$ cat config.mk
export PLATFORM = sky130hd
export DESIGN_NAME = normalized_forgetting_average_top
export DESIGN_NICKNAME = d
export VERILOG_FILES = /design/src/design/nfa_pkg.sv /design/src/design/nfa_mul.sv /design/src/design/nfa_div.sv /design/src/design/normalized_forgetting_average_top.sv
export VERILOG_INCLUDE_DIRS = /design/src /design/src/design
export SDC_FILE = /design/constraint.sdc
export NUM_CORES = 1
export LEC_CHECK = 0
export BUFFER_PORTS_ARGS = -buffer_cell sky130_fd_sc_hd__clkbuf_2
export CORE_MARGIN = 3
export CORE_UTILIZATION = 45
export CTS_CLUSTER_SIZE = 12
export DETAILED_ROUTE_END_ITERATION = 6
export SLEW_MARGIN = 20
export SYNTH_ARGS = -nofsm -noshare
export SYNTH_HDL_FRONTEND = slang
export SYNTH_HIERARCHICAL = 1
export SYNTH_SLANG_ARGS = --single-unit
$ cat constraint.sdc
create_clock -name i_clk -period 13.6 [get_ports i_clk]
set_input_delay 2.72 -clock i_clk [delete_from_list [all_inputs] [get_ports i_clk]]
set_output_delay 2.72 -clock i_clk [all_outputs]
set_load 0.005 [all_outputs]
$ cat src/design/normalized_forgetting_average_top_assert.svh
// Assertion macros for the normalized forgetting average block.
// Used by normalized_forgetting_average_top; no other dependencies.
`ifndef NORMALIZED_FORGETTING_AVERAGE_TOP_ASSERT_SVH
`define NORMALIZED_FORGETTING_AVERAGE_TOP_ASSERT_SVH

// Same-cycle implication, disabled during reset
`define NFA_ASSERT_NOW(label, clk, rst_n, ante, cons, msg) \
    label: assert property (@(posedge clk) disable iff (!rst_n) (ante) |-> (cons)) \
        else $error(msg);

// Next-cycle implication, disabled during reset
`define NFA_ASSERT_NEXT(label, clk, rst_n, ante, cons, msg) \
    label: assert property (@(posedge clk) disable iff (!rst_n) (ante) |=> (cons)) \
        else $error(msg);

`endif

$ cat src/design/nfa_pkg.sv
// Shared types and constants for the normalized forgetting average block.
// No dependencies; imported by every module of the block.
`timescale 1ns / 1ps

package nfa_pkg;

    // Field and state widths
    localparam int FF_W   = 16;   // forget factor, Q0.16
    localparam int WS_W   = 33;   // weight sum, Q17.16
    localparam int DATA_W = 16;   // sample and average
    localparam int DIFF_W = 17;   // sample minus average
    localparam int MAG_W  = 16;   // magnitude of the difference
    localparam int QUOT_W = 16;   // quotient bits, weight sum is at least 1.0

    localparam logic [WS_W-1:0] WS_ONE   = 33'h0_0001_0000;
    localparam logic [WS_W-1:0] WS_MAX   = {WS_W{1'b1}};
    localparam logic [FF_W-1:0] FF_RESET = 16'd58982;

    // Item operation codes
    typedef enum logic {
        OP_FILTER  = 1'b0,
        OP_REFRESH = 1'b1
    } t_op;

    // Sequencer states
    typedef enum logic [1:0] {
        ST_IDLE,
        ST_MUL,
        ST_DIV,
        ST_OUT
    } t_state;

endpackage

$ cat src/design/nfa_mul.sv
// Bit-serial weight update: floor(ff * ws / 2^16) + 1.0, saturated.
// Depends on nfa_pkg.
`timescale 1ns / 1ps

module nfa_mul (
    input  logic                     i_clk,
    input  logic                     i_rst_n,
    input  logic                     i_start,
    input  logic [nfa_pkg::FF_W-1:0] i_ff,
    input  logic [nfa_pkg::WS_W-1:0] i_ws,
    output logic                     o_done,
    output logic [nfa_pkg::WS_W-1:0] o_ws_next
);
    import nfa_pkg::*;

    localparam int CNT_W = $clog2(FF_W);

    logic             r_busy;
    logic             r_done;
    logic [CNT_W-1:0] r_cnt;
    logic [FF_W-1:0]  r_ff;
    logic [WS_W-1:0]  r_ws;
    logic [WS_W-1:0]  r_acc;
    logic [WS_W:0]    n_sum;
    logic [WS_W:0]    w_add_one;

    // One multiplier bit per cycle, LSB first; shifted-out bits are the dropped fraction
    assign n_sum = {1'b0, r_acc} + (r_ff[0] ? {1'b0, r_ws} : '0);

    // Control
    always_ff @(posedge i_clk) begin
        if (!i_rst_n) begin
            r_busy <= 1'b0;
            r_done <= 1'b0;
            r_cnt  <= '0;
        end else begin
            r_done <= 1'b0;
            if (i_start) begin
                r_busy <= 1'b1;
                r_cnt  <= '0;
            end else if (r_busy) begin
                r_cnt <= r_cnt + 1'b1;
                if (r_cnt == CNT_W'(FF_W - 1)) begin
                    r_busy <= 1'b0;
                    r_done <= 1'b1;
                end
            end
        end
    end

    // Datapath: accumulator stays below the multiplicand
    always_ff @(posedge i_clk) begin
        if (i_start) begin
            r_acc <= '0;
            r_ff  <= i_ff;
            r_ws  <= i_ws;
        end else if (r_busy) begin
            r_acc <= n_sum[WS_W:1];
            r_ff  <= r_ff >> 1;
        end
    end

    // Add 1.0 and saturate
    assign w_add_one = {1'b0, r_acc} + {1'b0, WS_ONE};
    assign o_ws_next = w_add_one[WS_W] ? WS_MAX : w_add_one[WS_W-1:0];
    assign o_done    = r_done;

endmodule

$ cat src/design/nfa_div.sv
// Restoring divider, one quotient bit per cycle: (mag * 2^16) / divisor.
// Depends on nfa_pkg; the divisor must exceed mag (weight sum is at least 1.0).
`timescale 1ns / 1ps

module nfa_div (
    input  logic                       i_clk,
    input  logic                       i_rst_n,
    input  logic                       i_start,
    input  logic [nfa_pkg::MAG_W-1:0]  i_mag,
    input  logic [nfa_pkg::WS_W-1:0]   i_divisor,
    output logic                       o_done,
    output logic [nfa_pkg::QUOT_W-1:0] o_quot
);
    import nfa_pkg::*;

    localparam int CNT_W = $clog2(QUOT_W);

    logic              r_busy;
    logic              r_done;
    logic [CNT_W-1:0]  r_cnt;
    logic [WS_W-1:0]   r_rem;
    logic [WS_W-1:0]   r_divisor;
    logic [QUOT_W-1:0] r_quot;
    logic [WS_W:0]     w_trial;
    logic [WS_W:0]     w_diff;
    logic              w_fits;

    // Shift in a zero dividend bit and try a subtract
    assign w_trial = {r_rem, 1'b0};
    assign w_diff  = w_trial - {1'b0, r_divisor};
    assign w_fits  = (w_trial >= {1'b0, r_divisor});

    // Control
    always_ff @(posedge i_clk) begin
        if (!i_rst_n) begin
            r_busy <= 1'b0;
            r_done <= 1'b0;
            r_cnt  <= '0;
        end else begin
            r_done <= 1'b0;
            if (i_start) begin
                r_busy <= 1'b1;
                r_cnt  <= '0;
            end else if (r_busy) begin
                r_cnt <= r_cnt + 1'b1;
                if (r_cnt == CNT_W'(QUOT_W - 1)) begin
                    r_busy <= 1'b0;
                    r_done <= 1'b1;
                end
            end
        end
    end

    // Datapath: upper dividend bits preload the remainder, quotient shifts in LSB
    always_ff @(posedge i_clk) begin
        if (i_start) begin
            r_rem     <= {{(WS_W-MAG_W){1'b0}}, i_mag};
            r_divisor <= i_divisor;
            r_quot    <= '0;
        end else if (r_busy) begin
            r_rem  <= w_fits ? w_diff[WS_W-1:0] : w_trial[WS_W-1:0];
            r_quot <= {r_quot[QUOT_W-2:0], w_fits};
        end
    end

    assign o_done = r_done;
    assign o_quot = r_quot;

endmodule

$ cat src/design/normalized_forgetting_average_top.sv
// Channel   Valid         Stall         Payload
// input     i_in_valid    o_in_stall    i_op, i_sample
// result    o_out_valid   i_out_stall   o_average
// config    i_cfg_wr_en   -             i_cfg_wr_data (forget factor)
//
// A filter item runs the bit-serial weight multiply, then the bit-serial
// divide, then the output step; a refresh item goes straight to the output
// step. One item is in flight at a time.
// The result sits in an output register; a stalled result holds the block
// only once the next result is ready to be written.
// Reset (i_rst_n low, synchronous) sets weight sum to 1.0, average to 0.
`timescale 1ns / 1ps
`include "normalized_forgetting_average_top_assert.svh"

module normalized_forgetting_average_top (
    input  logic                              i_clk,
    input  logic                              i_rst_n,
    input  logic                              i_cfg_wr_en,
    input  logic [nfa_pkg::FF_W-1:0]          i_cfg_wr_data,
    input  logic                              i_in_valid,
    output logic                              o_in_stall,
    input  logic                              i_op,
    input  logic signed [nfa_pkg::DATA_W-1:0] i_sample,
    output logic                              o_out_valid,
    input  logic                              i_out_stall,
    output logic signed [nfa_pkg::DATA_W-1:0] o_average
);
    import nfa_pkg::*;

    t_state r_state;
    t_state n_state;

    logic [FF_W-1:0]          r_ff;
    logic [WS_W-1:0]          r_ws;
    logic signed [DATA_W-1:0] r_avg;
    logic signed [DATA_W-1:0] r_sample;
    logic                     r_neg;
    logic                     r_out_valid;
    logic signed [DATA_W-1:0] r_out_avg;

    logic                     w_in_acc;
    logic                     w_refresh;
    logic                     w_mul_start;
    logic                     w_div_start;
    logic                     w_avg_load;
    logic                     w_out_load;
    logic                     w_mul_done;
    logic [WS_W-1:0]          w_ws_next;
    logic                     w_div_done;
    logic [QUOT_W-1:0]        w_quot;
    logic signed [DIFF_W-1:0] w_diff;
    logic [DIFF_W-1:0]        w_diff_neg;
    logic [MAG_W-1:0]         w_mag;
    logic signed [DIFF_W:0]   w_avg_wide;
    logic signed [DIFF_W:0]   w_quot_wide;
    logic signed [DIFF_W:0]   w_avg_sum;
    logic signed [DATA_W-1:0] w_avg_clamped;

    assign w_in_acc  = i_in_valid && !o_in_stall;
    assign w_refresh = (i_op == OP_REFRESH);

    // Configuration register
    always_ff @(posedge i_clk) begin
        if (!i_rst_n) begin
            r_ff <= FF_RESET;
        end else if (i_cfg_wr_en) begin
            r_ff <= i_cfg_wr_data;
        end
    end

    // Sequencer state register
    always_ff @(posedge i_clk) begin
        if (!i_rst_n) begin
            r_state <= ST_IDLE;
        end else begin
            r_state <= n_state;
        end
    end

    // Next state and strobes
    always_comb begin
        n_state     = r_state;
        w_mul_start = 1'b0;
        w_div_start = 1'b0;
        w_avg_load  = 1'b0;
        w_out_load  = 1'b0;
        o_in_stall  = 1'b1;
        unique case (r_state)
            ST_IDLE: begin
                o_in_stall = 1'b0;
                if (i_in_valid) begin
                    if (w_refresh) begin
                        n_state = ST_OUT;
                    end else begin
                        w_mul_start = 1'b1;
                        n_state     = ST_MUL;
                    end
                end
            end
            ST_MUL: begin
                if (w_mul_done) begin
                    w_div_start = 1'b1;
                    n_state     = ST_DIV;
                end
            end
            ST_DIV: begin
                if (w_div_done) begin
                    w_avg_load = 1'b1;
                    n_state    = ST_OUT;
                end
            end
            ST_OUT: begin
                if (!r_out_valid || !i_out_stall) begin
                    w_out_load = 1'b1;
                    n_state    = ST_IDLE;
                end
            end
            default: begin
                n_state = ST_IDLE;
            end
        endcase
    end

    // Filter state: weight sum and average
    always_ff @(posedge i_clk) begin
        if (!i_rst_n) begin
            r_ws  <= WS_ONE;
            r_avg <= '0;
        end else if (w_in_acc && w_refresh) begin
            r_ws  <= WS_ONE;
            r_avg <= '0;
        end else begin
            if (w_div_start) begin
                r_ws <= w_ws_next;
            end
            if (w_avg_load) begin
                r_avg <= w_avg_clamped;
            end
        end
    end

    // Item payload and sign of the difference
    always_ff @(posedge i_clk) begin
        if (w_in_acc) begin
            r_sample <= i_sample;
        end
        if (w_div_start) begin
            r_neg <= w_diff[DIFF_W-1];
        end
    end

    // Difference magnitude; fits 16 bits since |diff| <= 65535
    assign w_diff     = DIFF_W'(r_sample) - DIFF_W'(r_avg);
    assign w_diff_neg = -w_diff;
    assign w_mag      = w_diff[DIFF_W-1] ? w_diff_neg[MAG_W-1:0] : w_diff[MAG_W-1:0];

    // Average step with a range clamp
    assign w_avg_wide  = (DIFF_W+1)'(r_avg);
    assign w_quot_wide = $signed({{(DIFF_W+1-QUOT_W){1'b0}}, w_quot});
    assign w_avg_sum   = r_neg ? (w_avg_wide - w_quot_wide) : (w_avg_wide + w_quot_wide);

    always_comb begin
        priority if (w_avg_sum > (DIFF_W+1)'(32767)) begin
            w_avg_clamped = DATA_W'(32767);
        end else if (w_avg_sum < -(DIFF_W+1)'(32768)) begin
            w_avg_clamped = DATA_W'(-32768);
        end else begin
            w_avg_clamped = w_avg_sum[DATA_W-1:0];
        end
    end

    // Output register
    always_ff @(posedge i_clk) begin
        if (!i_rst_n) begin
            r_out_valid <= 1'b0;
        end else if (w_out_load) begin
            r_out_valid <= 1'b1;
        end else if (!i_out_stall) begin
            r_out_valid <= 1'b0;
        end
    end

    always_ff @(posedge i_clk) begin
        if (w_out_load) begin
            r_out_avg <= r_avg;
        end
    end

    assign o_out_valid = r_out_valid;
    assign o_average   = r_out_avg;

    // Weight update unit
    nfa_mul u_mul (
        .i_clk     (i_clk),
        .i_rst_n   (i_rst_n),
        .i_start   (w_mul_start),
        .i_ff      (r_ff),
        .i_ws      (r_ws),
        .o_done    (w_mul_done),
        .o_ws_next (w_ws_next)
    );

    // Step divider, divisor is the freshly updated weight sum
    nfa_div u_div (
        .i_clk     (i_clk),
        .i_rst_n   (i_rst_n),
        .i_start   (w_div_start),
        .i_mag     (w_mag),
        .i_divisor (w_ws_next),
        .o_done    (w_div_done),
        .o_quot    (w_quot)
    );

    // Checks
    `NFA_ASSERT_NOW(a_ws_floor, i_clk, i_rst_n, 1'b1, r_ws >= WS_ONE, "weight sum below 1.0")
    `NFA_ASSERT_NOW(a_mul_done_state, i_clk, i_rst_n, w_mul_done, r_state == ST_MUL, "stray multiply done")
    `NFA_ASSERT_NOW(a_div_done_state, i_clk, i_rst_n, w_div_done, r_state == ST_DIV, "stray divide done")
    `NFA_ASSERT_NEXT(a_refresh, i_clk, i_rst_n, w_in_acc && w_refresh, (r_ws == WS_ONE) && (r_avg == 0), "refresh did not clear state")

endmodule
==> reports/results.tsv, run 1 <==
stage	metric	value	unit
global_routing	GRT busiest layer	met2	
sta	Rel. slew slack	0.289	
synthesis	syn avg cell area	9.18	sq um
floorplanning	# rows	70	
sta	Final WS setup	8360	ps
route	DR vias	13300	
sta	Slew @ Worst Pin	1070	ps
critical_path	WP buf/inv	2	
floorplanning	Die X	200	microns
final_layout	# diodes	0	
synthesis	Synth Instances	1842	
power	sw frac	0.344	
critical_path	critical path type	primary input to flop	
place	input/output buffers	55	
route	DR DRC count	0	
critical_path	CP max FO	60	
final_layout	Multi-input gate area	9440	sq um
power	Combinational Power Share	0.327	
sta	min cycle time layout	5240	ps
clocking	CTS tree	done	
route	antenna viol nets, final	0	
place	DP Worst Slack	7720	ps
sta	RSZ-0062 raised after global routing	no	
sta	post-route setup TNS	0	ps
synthesis	Yosys reg bits	277	
critical_path	Crit path largest cell delay	710	ps
hold_path	Hold Path Depth	0	
global_routing	initial antenna violation count	0	
status	status	completed	
route	final WL	40100	microns
synthesis	sequential-to-total area share from yosys stat	0.405	
route	DRT iter0 DRCs	708	
final_layout	Seq. cell area	6860	sq um
sta	Final period util	0.386	
route	wire per inst	16.8	microns
critical_path	crit start category	primary input	
power	internal cell power	1.87	mW
clocking	clk buf depth	3	
clocking	clock latency on the worst-skew pair	590	ps
power	Flop pwr share	0.382	
clocking	Post-CTS Hold Buffers	0	
floorplanning	starting density of the core	0.459	
global_routing	vias in the first global route	12800	
final_layout	fill cell count	3504	
critical_path	reg2reg path depth	12	
clocking	post_cts resized	0	
final_layout	fin nets	2015	
floorplanning	full die area	40000	sq um
global_routing	gr ovfl total	0	
global_routing	largest net degree at the start of global routing	61	
clocking	Clock Root Buffer	clkbuf_16	
sta	Fmax	191	MHz
critical_path	r2r setup slk	9270	ps
final_layout	fraction of layout cells with a size suffix above 1	0.0885	
synthesis	top_reg_cell synth	dfxtp_1	
floorplanning	number of top-level pins	56	
floorplanning	Core ar.	36900	sq um
clocking	CTS clk-pin slew, worst paths	60	ps
route	drt via density	5.57	
power	sw power	0.982	mW
synthesis	syn nets	1992	
final_layout	fin util	0.504	
sta	setup violators final	0	
critical_path	slowest stage cell, crit path	nor2b_4	
power	Clk pwr share	0.291	
critical_path	Reg-to-Reg End	r_avg[4]	
hold_path	Hold Path Class	flop to flop	
place	routability cong.	0.892	
global_routing	met2 usage	0.330	
critical_path	Worst Setup End Kind	flop	
synthesis	FFs w/ async S/R, synth	0	
sta	clock skew	32.5	ps
hold_path	hold wc startpoint	r_ws[4]	
synthesis	mapped cell area	16900	sq um
sta	Worst Hold Slack	429	ps
sta	Hold Vio Cnt, Final	0	
global_routing	GR Util met3	0.0233	
sta	Max Slew Vio Count	0	
clocking	Post-CTS Setup Bufs	0	
clocking	CTS sink count	277	
clocking	CTS H-tree lvls	1	
power	Pwr per Cell Area	154	nW/um^2
synthesis	synth unique cells	97	
global_routing	GRT Resource Usage Total	0.200	
critical_path	CP Cell Sequence	clkbuf_2, and2_1, nor2b_4, buf_4, nand2b_1, nor3b_1, mux2i_1, o21ai_0	
critical_path	delay-heaviest family, CP	simple AND/OR/NAND/NOR gates	
place	hpwl dp	29400	microns
power	total leakage power	7.33	nW
final_layout	Syn-to-layout area delta	9.92	%
hold_path	hold endpoint	u_mul/r_ws[4]	
global_routing	GR Layer Usage met1	0.282	
critical_path	required time worst endpoint	14050	ps
power	worst vdd ir	0.127	mV
flow_run	MaxCap Viol Count	0	
synthesis	synth warn	6	
critical_path	arrival time worst endpoint	5700	ps
clocking	CTS buffer count	30	
synthesis	number of flops mapped to enable cells by yosys	131	
global_routing	first-pass GRT wire length	65400	microns
floorplanning	die height	200	microns
critical_path	reg2reg start	u_div/o_quot[4]	
route	DR pass1 iterations	5	
## layout by cell type (no fill, tap or decap), types with 49 or more instances in the layout
cell type / count
a21oi_1: 159
nor2_1: 169
xor2_1: 49
xnor2_1: 61
o21ai_0: 84
nand2_1: 187
nand2b_1: 52
dfxtp_1: 144
edfxtp_1: 131
ha_1: 108
clkbuf_2: 55
inv_1: 82
mux2i_1: 58
## state kept, by name, summed over array words and instances (netlist names), 2 cells and up
register and flops:
u_mul/r_ws 33, u_div/r_cnt 4, u_div/r_divisor 33, r_state 2
u_div/o_quot 16, u_mul/r_ff 16, u_mul/r_acc 33, r_avg 16
u_div/r_rem 33, r_ws 33, o_average 16, r_sample 16
u_mul/r_cnt 4, r_ff 16
## Yosys cell counts (52+ instances only)
cell type | n | area share
inv_1 | 82 | 0.018
edfxtp_1 | 131 | 0.23
nor2_1 | 169 | 0.038
a21oi_1 | 160 | 0.047
nand2_1 | 187 | 0.041
nand2b_1 | 52 | 0.019
clkbuf_1 | 52 | 0.012
ha_1 | 108 | 0.080
o21ai_0 | 84 | 0.025
dfxtp_1 | 146 | 0.17
xnor2_1 | 61 | 0.032
mux2i_1 | 58 | 0.034
## worst max-delay path by stage
stage	from	to	slack, ps	depth (start not counted)
after CTS	i_in_valid	u_mul/r_acc[29]	8360	8
after global routing	i_in_valid	u_mul/r_acc[26]	8040	8
after global placement	i_in_valid	u_mul/r_acc[29]	7750	8
after floorplan	i_in_valid	u_mul/r_ff[0]	7300	5
final	i_in_valid	u_mul/r_acc[29]	8360	8
after detailed placement	i_in_valid	u_mul/r_acc[29]	7720	8
## power by group through the flow
stage                     combinational (mW)  clock (mW)  sequential [mW]
after floorplan                        0.744           0             1.07
after global placement                 0.915           0             1.10
after detailed placement               0.925           0             1.11
after CTS                              0.931       0.856             1.09
after global routing                    1.05       0.889             1.10
final                                  0.933       0.831             1.09
## layout make-up
type | instances | share of cell area
Sequential cell | 277 | 0.369
Tap cell | 504 | 0.0339
Multi-Input combinational cell | 1408 | 0.508
Timing Repair Buffer | 65 | 0.0188
Inverter | 83 | 0.0168
Clock buffer | 43 | 0.0435
Clock inverter | 12 | 0.0100
## per-layer routing
| metal | part of all wire | vias up |
|---|---|---|
| met2 | 0.46 | 190 |
| met5 | 0 | - |
| met3 | 0.034 | 56 |
| met1 | 0.48 | 6374 |
| met4 | 0.022 | 0 |
| li1 | - | 6709 |
## cells by family after synthesis
group | after synthesis | share of synthesized area
AO/OA/AOI/OAI | 477 | 0.186
multiplexers | 76 | 0.0463
flip-flops | 277 | 0.405
adder cells (fa/ha/maj) | 112 | 0.0846
buffers and inverters | 157 | 0.0370
AND/OR/NAND/NOR | 633 | 0.184
XOR/XNOR | 110 | 0.0570
## through the flow
stage / cells / power, mW / area, sq um
after floorplan: 1842 / 1.82 / 16900
final: 2392 / 2.86 / 18600
after CTS: 2392 / 2.88 / 18600
after global placement: 2337 / 2.02 / 17600
after detailed placement: 2337 / 2.03 / 17600
after global routing: 2392 / 3.04 / 18600
(Power assumes the default switching activity.)
==> run 2, diff against run 1 <==
- clock period: 13.6 -> 5.38 ns (I/O delays scaled with it)
==> run 2 against run 1 <==
Die area unchanged; non-clock buffer count increased by 2; routed wire length increased by 0.62%; via count decreased by 0.29%; combinational power increased to 2.5 times the previous value; critical path type is now flop to flop; critical endpoint is now r_avg[4].
==> reports/results.tsv, run 2 (synthesized netlist as in run 1, its figures left out) <==
stage	metric	value	unit	change
status	status	completed		
floorplanning	Die X	200	microns	unchanged
critical_path	critical path type	flop to flop		
floorplanning	number of top-level pins	56		unchanged
flow_run	MaxCap Viol Count	0		unchanged
clocking	clock latency on the worst-skew pair	590	ps	about the same
final_layout	fill cell count	3444		-1.7%
floorplanning	starting density of the core	0.459		unchanged
place	input/output buffers	55		unchanged
sta	RSZ-0062 raised after global routing	no		
place	DP Worst Slack	1140	ps	-6580 ps
sta	Max Slew Vio Count	0		unchanged
power	total leakage power	7.34	nW	+0.19%
floorplanning	Core ar.	36900	sq um	unchanged
clocking	Clock Root Buffer	clkbuf_16		
place	routability cong.	0.861		-3.5%
clocking	post_cts resized	0		unchanged
global_routing	GRT Resource Usage Total	0.202		+0.00181
hold_path	Hold Path Class	flop to flop		
global_routing	gr ovfl total	0		unchanged
route	final WL	40300	microns	+0.62%
final_layout	# diodes	0		unchanged
clocking	Post-CTS Setup Bufs	0		unchanged
place	Post-DP Area	17600	sq um	about the same
sta	Final WS setup	1080	ps	-7280 ps
route	antenna viol nets, final	0		unchanged
sta	clock skew	16.2	ps	-16.3 ps
sta	Slew @ Worst Pin	978	ps	-88.8 ps
route	DRT iter0 DRCs	826		+17%
power	Pwr per Cell Area	389	nW/um^2	+150%
final_layout	Seq. cell area	6860	sq um	unchanged
critical_path	required time worst endpoint	5900	ps	-8150 ps
route	wire per inst	16.8	microns	+0.41%
clocking	clk buf depth	3		unchanged
hold_path	hold wc startpoint	r_ws[22]		
floorplanning	die height	200	microns	unchanged
floorplanning	full die area	40000	sq um	unchanged
critical_path	Worst Setup End Kind	flop		
sta	min cycle time layout	4300	ps	
final_layout	Syn-to-layout area delta	10.1	%	
final_layout	final instance area	18600	sq um	+0.14%
clocking	CTS H-tree lvls	1		unchanged
clocking	CTS buffer count	31		+3.3%
critical_path	worst setup path start	u_div/o_quot[5]		
critical_path	CP max FO	15		-75%
route	DR DRC count	0		unchanged
sta	Rel. slew slack	0.346		+0.0576
place	hpwl dp	29600	microns	+0.62%
floorplanning	# rows	70		unchanged
final_layout	fin nets	2018		+0.15%
sta	Final period util	0.800		
global_routing	first-pass GRT wire length	65900	microns	+0.71%
final_layout	commonest non-fill, non-tap cells in the layout	187 x nand2_1, 169 x nor2_1, 160 x a21oi_1		
final_layout	commonest non-fill, non-tap cell in the layout	nand2_1		
clocking	CTS sink count	277		unchanged
final_layout	Multi-input gate area	9440	sq um	about the same
global_routing	largest net degree at the start of global routing	73		+20%
critical_path	arrival time worst endpoint	4830	ps	-870 ps
final_layout	fraction of layout cells with a size suffix above 1	0.0903		+0.00188
global_routing	initial antenna violation count	0		unchanged
sta	post-route setup TNS	0	ps	unchanged
clocking	CTS clk-pin slew, worst paths	60	ps	about the same
power	worst vdd ir	0.261	mV	+110%
sta	Fmax	232	MHz	
sta	Hold Vio Cnt, Final	0		unchanged
route	drt via density	5.54		-0.49%
sta	setup violators final	0		unchanged
critical_path	crit start category	flop		
route	DR pass1 iterations	5		unchanged
clocking	Post-CTS Hold Buffers	0		unchanged
clocking	CTS tree	done		
critical_path	reg2reg start	u_div/o_quot[5]		
route	DR vias	13300		-0.29%
global_routing	vias in the first global route	12700		-0.54%
==> run 2: cell types whose count changed in the layout (fill, tap and decap cells not counted), moves of 2 or more <==
cell        before  now
clkinv_1         1    3
clkinvlp_4       0    2
clkbuf_1        12   10
buf_4           10   12
inv_4            2    0
==> run 2: path summary, 6_finish.rpt <==
path / to / slack (ps) / depth (start not counted)
setup / recovery: r_avg[4] / 1080 / 12
hold / removal: u_mul/r_ws[22] / 420 / 0
setup reg to reg: r_avg[4] / 1080 / 12
hold reg to reg: u_mul/r_ws[22] / 420 / 0
==> run 2: metal layers <==
| layer | share of wire | track usage | routed length [microns] |
|---|---|---|---|
| met1 | 0.48 | 0.285 | 19500 |
| met2 | 0.46 | 0.332 | 18400 |
| met3 | 0.038 | 0.0284 | 1510 |
| met4 | 0.022 | 0.0445 | 887 |
| met5 | 0 | 0 | 0 |
==> run 2: where the power goes <==
group | switching (mW) | total [mW] | leakage (nW) | internal [mW]
clock network | 0.875 | 2.11 | 0.489 | 1.24
logic | 1.40 | 2.37 | 4.44 | 0.972
registers | 0.226 | 2.76 | 2.41 | 2.53
total | 2.50 | 7.24 | 7.34 | 4.74
==> run 2: per-stage QoR <==
step / instances / hold slack [ps] / utilization / total power [mW]
after global routing: 2397 / 432 / 0.505 / 7.70
final: 2397 / 420 / 0.505 / 7.24
after detailed placement: 2339 / 414 / 0.478 / 5.14
after floorplan: 1842 / 408 / - / 4.59
after CTS: 2397 / 408 / 0.505 / 7.28
after global placement: 2339 / 411 / 0.478 / 5.11
==> run 2: layout make-up <==
cell class                      instances  share of cell area
Inverter                               83              0.0168
Sequential cell                       277               0.368
Clock buffer                           43              0.0452
Timing Repair Buffer                   67              0.0196
Multi-Input combinational cell       1408               0.507
Clock inverter                         15             0.00914
Tap cell                              504              0.0339
==> run 2: critical path: stages (launching register included) <==
cell and delay [ps]:
dfxtp_1 340, or4_1 560, nor3_1 310, a21oi_1 150
xnor2_1 160, ha_1 360, a2111oi_0 690, o31ai_1 250
mux2i_1 160, a311oi_1 440, a22oi_2 270, or3_1 410
a21oi_1 140
